===== config.mk =====
export PLATFORM = sky130hd
export DESIGN_NAME = lsie_regfile
export DESIGN_NICKNAME = d
export VERILOG_FILES = /design/src/rtl/lsie_pkg.sv /design/src/rtl/lsie_regfile.sv
export SDC_FILE = /design/constraint.sdc
export NUM_CORES = 1
export LEC_CHECK = 0
export BUFFER_PORTS_ARGS = -buffer_cell sky130_fd_sc_hd__buf_2
export CORE_UTILIZATION = 41
export DETAILED_ROUTE_END_ITERATION = 10
export MAX_ROUTING_LAYER = met4
export SYNTH_ARGS = -nofsm -noshare
export SYNTH_HDL_FRONTEND = slang
export SYNTH_SLANG_ARGS = --single-unit

===== constraint.sdc =====
create_clock -name clk_i -period 2.55 [get_ports clk_i]
set_input_delay 0.255 -clock clk_i [delete_from_list [all_inputs] [get_ports clk_i]]
set_output_delay 0.255 -clock clk_i [all_outputs]
set_load 0.05 [all_outputs]

===== src/rtl/lsie_pkg.sv =====
// lsie_pkg: operation, class and status codes plus the structs used by the
// execute unit (rf_wr_t is shared with its register file). No dependencies.
`default_nettype none
package lsie_pkg;

  localparam logic [4:0] FN_ADD  = 5'd0;
  localparam logic [4:0] FN_ADDI = 5'd1;
  localparam logic [4:0] FN_SUB  = 5'd2;
  localparam logic [4:0] FN_SUBI = 5'd3;
  localparam logic [4:0] FN_MUL  = 5'd4;
  localparam logic [4:0] FN_MULI = 5'd5;
  localparam logic [4:0] FN_OR   = 5'd6;
  localparam logic [4:0] FN_ORI  = 5'd7;
  localparam logic [4:0] FN_AND  = 5'd8;
  localparam logic [4:0] FN_ANDI = 5'd9;
  localparam logic [4:0] FN_XOR  = 5'd10;
  localparam logic [4:0] FN_XORI = 5'd11;
  localparam logic [4:0] FN_LDW  = 5'd12;
  localparam logic [4:0] FN_STW  = 5'd13;
  localparam logic [4:0] FN_BZ   = 5'd14;
  localparam logic [4:0] FN_BEQ  = 5'd15;
  localparam logic [4:0] FN_JR   = 5'd16;
  localparam logic [4:0] FN_HALT = 5'd17;

  localparam logic [2:0] CLS_ARITH   = 3'd0;
  localparam logic [2:0] CLS_LOGIC   = 3'd1;
  localparam logic [2:0] CLS_MEM     = 3'd2;
  localparam logic [2:0] CLS_CTRL    = 3'd3;
  localparam logic [2:0] CLS_UNKNOWN = 3'd4;

  localparam logic [1:0] ST_OK      = 2'd0;
  localparam logic [1:0] ST_UNKNOWN = 2'd1;
  localparam logic [1:0] ST_ADDR    = 2'd2;

  localparam logic [31:0] PC_STEP = 32'd4;

  typedef struct packed {
    logic        en;
    logic [4:0]  idx;
    logic [31:0] data;
  } rf_wr_t;

  typedef struct packed {
    logic [31:0] next_pc;
    logic        rf_we;
    logic [4:0]  rf_idx;
    logic        is_load;
    logic [31:0] val;
    logic        mem_we;
    logic [9:0]  mem_idx;
    logic [31:0] mem_val;
    logic [2:0]  cls;
    logic [31:0] ccount;
    logic [31:0] total;
    logic        halted;
    logic [1:0]  status;
  } wb_res_t;

endpackage
`default_nettype wire


===== src/rtl/lsie_regfile.sv =====
// lsie_regfile: register file as a synchronous two-read, one-write memory
// with per-entry valid bits so that unwritten entries read as zero. Uses lsie_pkg.
`default_nettype none
module lsie_regfile
  import lsie_pkg::*;
#(
  parameter int REG_COUNT = 32
) (
  input  wire logic        clk_i,
  input  wire logic        rst_ni,
  input  wire logic        rd_en_i,
  input  wire logic [$clog2(REG_COUNT)-1:0] rd_a_addr_i,
  input  wire logic [$clog2(REG_COUNT)-1:0] rd_b_addr_i,
  output logic [31:0]      rd_a_data_o,
  output logic [31:0]      rd_b_data_o,
  input  wire rf_wr_t      wr_i
);

  localparam int RW = $clog2(REG_COUNT);

  logic [31:0]          mem [REG_COUNT];
  logic [REG_COUNT-1:0] vld_q;
  logic [31:0]          a_q, b_q;
  logic                 a_vld_q, b_vld_q;

  always_ff @(posedge clk_i) begin
    if (wr_i.en) begin
      mem[wr_i.idx[RW-1:0]] <= wr_i.data;
    end
    if (rd_en_i) begin
      a_q <= mem[rd_a_addr_i];
      b_q <= mem[rd_b_addr_i];
    end
  end

  always_ff @(posedge clk_i or negedge rst_ni) begin
    if (!rst_ni) begin
      vld_q   <= '0;
      a_vld_q <= 1'b0;
      b_vld_q <= 1'b0;
    end else begin
      if (wr_i.en) begin
        vld_q[wr_i.idx[RW-1:0]] <= 1'b1;
      end
      if (rd_en_i) begin
        a_vld_q <= vld_q[rd_a_addr_i];
        b_vld_q <= vld_q[rd_b_addr_i];
      end
    end
  end

  assign rd_a_data_o = a_vld_q ? a_q : '0;
  assign rd_b_data_o = b_vld_q ? b_q : '0;

endmodule
`default_nettype wire


==> qor.yml <==
run_status:
  status: "finished clean"
sta:
  min_period_ns: 2.31
  tightest_slew_ns: 0.747
  setup_viol: 0
  clock.fmax_mhz: 432
  rsz0062_at_grt: "no"
  slew_headroom_pct: 50.2
  skew_ns: 0.0251
  period_share_pct: 90.7
  hold_violations: 0
  hold-worst-slack_ns: 0.0385
  report.final.slew_viol_count: 0
die:
  rows: 128
  die_y_um: 354
  start_util_pct: 41.6
  pin_count: 115
  core_mm2: 0.122
  dieArea_mm2: 0.125
  die_x_um: 354
pwr:
  p_sw_uw: 9740
  p_int_uw: 32700
  pwr-share-comb_pct: 9.8
  powerDensity_mw_per_mm2: 713
  p_leak_uw: 0.0189
  vdd.ir_drop.worst_uv: 589
  finalPower_uw: 42400
  power_frac_clock_pct: 40.8
  p_sw_share_pct: 23.0
  seqPwrFrac_pct: 49.5
drt:
  vias: 26600
  drt_drc_violations_left: 0
  antenna_left: 0
  dr.first_iter.drc_count: 3081
  wl_per_cell_um: 34.8
  viasPerCell: 6.34
  routed_wl_mm: 146
  dr.pass1.iters: 5
critical_path:
  slowest_delay_ns: 0.36
  cp_num_buf_inv: 2
  r2r_setup_slack_ns: 0.55
  rr_endpoint: "a_q[9]"
  rr_startpoint: "mem[30][9]"
  crit_path_start_kind: "flop"
  cp-end-kind: "output port"
  cp_max_fo: 16
  crit_slowest_cell: "dfrtp_1"
  worstPathRequired_ns: 2.30
  worstPathArrival_ns: 2.06
  crit_chain: "buf_4 -> and2_1 -> buf_2"
  path_delay_family: "buffers and inverters"
  worst-r2r-cell-count: 3
  crit_type: "flop to output port"
cts:
  htree_levels: 3
  tritoncts: "yes"
  cts_sinks: 1122
  cts_made_buffers: 115
  cts_root_buffer: "clkbuf_16"
  clkLatencyLatePin_ns: 0.73
  cts_resized: 0
  cts_hold_buf: 9
  clkTransAtPathRegs_ns: 0.07
  cts.path.max_buffers: 3
  post_cts_buffers: 0
placement:
  hpwl_mm: 85.4
  dpl-instance-area_mm2: 0.0555
  portBuffers: 114
  place.gp.congestion: 0.838
grt:
  grt_antenna_before_repair: 15
  grt_pass1_wl_mm: 208
  grt_util_all_layers_pct: 24.2
  grt_max_degree: 62
  grt_overflow: 0
  grt_pass1_vias: 27800
synth:
  synth_edf_count: 1088
  synth_cells: 2212
  yosys_warnings: 0
  synth_fp_nets: 2263
  synth_ff_type: "edfxtp_1"
  yosys.area.top_type: "edfxtp_1"
  synth_area_mm2: 0.0509
  synthDistinctLibCells: 28
  ys_top_cells_by_area: "edfxtp_1, mux4_2, dfrtp_1, mux2_2, and2_1"
  synth_top_area_share_pct: 64.2
  ys_seq_area_share_pct: 65.9
  syn_avg_cell_area_um2: 23.0
  ys_seq_elements: 1122
  synthArstFlopShare_pct: 3.03
hold_path:
  worstHoldEndpoint: "mem[2][2]"
  min_path_cells: 1
  hp-start: "wr_i[2]"
  hold_path_class: "primary input to flop"
final_layout:
  regArea_mm2: 0.0335
  finalInstanceArea_mm2: 0.0594
  n_fill_cell: 9834
  syn_to_final_growth_pct: 16.9
  finalNetCount: 2516
  drive_gt1_share_pct: 48.4
  multiInputGateArea_mm2: 0.0168
job:
  cap_violations: 0
worst reg2reg max path, stage by stage (launching register included):
cell	delay [ns]
edfxtp_1	0.39
mux4_2	0.48
mux4_2	0.54
mux2_2	0.33
state kept, by name (all words and copies together), names as in the netlist:
signal / flops
b_q: 32
mem: 1024
a_vld_q: 1
a_q: 32
b_vld_q: 1
vld_q: 32
power by group through the flow:
stage	combinational [uW]	clock [uW]	sequential, uW
floorplan	2690	0	21200
global placement	4100	0	21300
detailed placement	4150	0	21300
CTS	4170	17600	21000
global route	4360	18200	21000
finish	4140	17300	21000
cells in the mapped netlist (5+ instances only):
cell type	n
mux4_2	640
nor2_1	37
edfxtp_1	1088
and2_1	65
buf_6	16
a21oi_1	7
buf_2	48
mux2i_1	32
nand2_1	9
buf_1	20
clkbuf_1	80
mux2_2	64
or2_2	32
nand3b_1	5
dfrtp_1	34
cells by family (layout without fill, tap and decap cells):
family          count (synthesis)  count (layout)  synth area share (%)
other cells                     0               5                     0
flops                        1122            1122                  65.9
simple gates                  170             170                  1.88
compound gates                 20              20                 0.266
mux                           736             736                  30.4
buf+inv                       164             512                  1.56
per-stage QoR:
step           cells  util, %  worst slack, ns  TNS, ns
2_1_floorplan   2212        -           -0.158   -44.44
5_1_grt         4188     48.6            0.151        0
3_5_place_dp    3964     45.4           0.0507        0
3_3_place_gp    3964     45.4           0.0648        0
6_report        4190     48.6            0.238        0
4_1_cts         4185     48.6            0.189        0
routing by layer:
| metal | part of all wire (%) | vias to the layer above | GRT usage, % |
|---|---|---|---|
| li1 | - | 10300 | - |
| met1 | 41 | 14600 | 34.2 |
| met2 | 48 | 1373 | 37.0 |
| met3 | 8.7 | 226 | 4.03 |
| met4 | 2.4 | 0 | 5.78 |
| met5 | 0 | - | - |
layout by cell type (no fill, tap or decap), drive strengths merged, types with 2 or more instances in the layout:
cell type	synthesis	layout
diode	0	5
a31oi	3	3
a21oi	7	7
a22oi	4	4
nor2	37	37
mux4	640	640
nor2b	4	4
or3b	3	3
clkinv	0	46
buf	84	291
and3	4	4
mux2i	32	32
nand3b	5	5
dfrtp	34	34
a41oi	2	2
and2	65	65
or2	32	32
nand3	4	4
a22o	2	2
bufinv	0	15
nand2	9	9
clkinvlp	0	4
clkbuf	80	141
mux2	64	64
nand4	2	2
nand2b	4	4
inv	0	6
edfxtp	1088	1088
dlygate4sd3	0	9
final cells by class:
cell class / instances / area share (%)
Multi-Input combinational cell: 926 / 28.2
Sequential cell: 1122 / 56.4
Antenna cell: 5 / 0.0211
Clock buffer: 141 / 5.20
Tap cell: 1625 / 3.42
Timing Repair Buffer: 300 / 5.45
Clock inverter: 71 / 1.27
worst max-delay path by stage:
stage	startpoint	to	slack [ns]	cells past startpoint
after floorplan	wr_i[32]	mem[12][0]	-0.16	3
after global placement	rd_b_addr_i[0]	b_q[17]	0.06	6
after detailed placement	rd_b_addr_i[0]	b_q[31]	0.05	6
after CTS	a_vld_q	rd_a_data_o[7]	0.19	3
after global routing	a_vld_q	rd_a_data_o[7]	0.15	3
final	b_vld_q	rd_b_data_o[11]	0.24	3
Note: power is estimated with default switching activity, not from simulation.
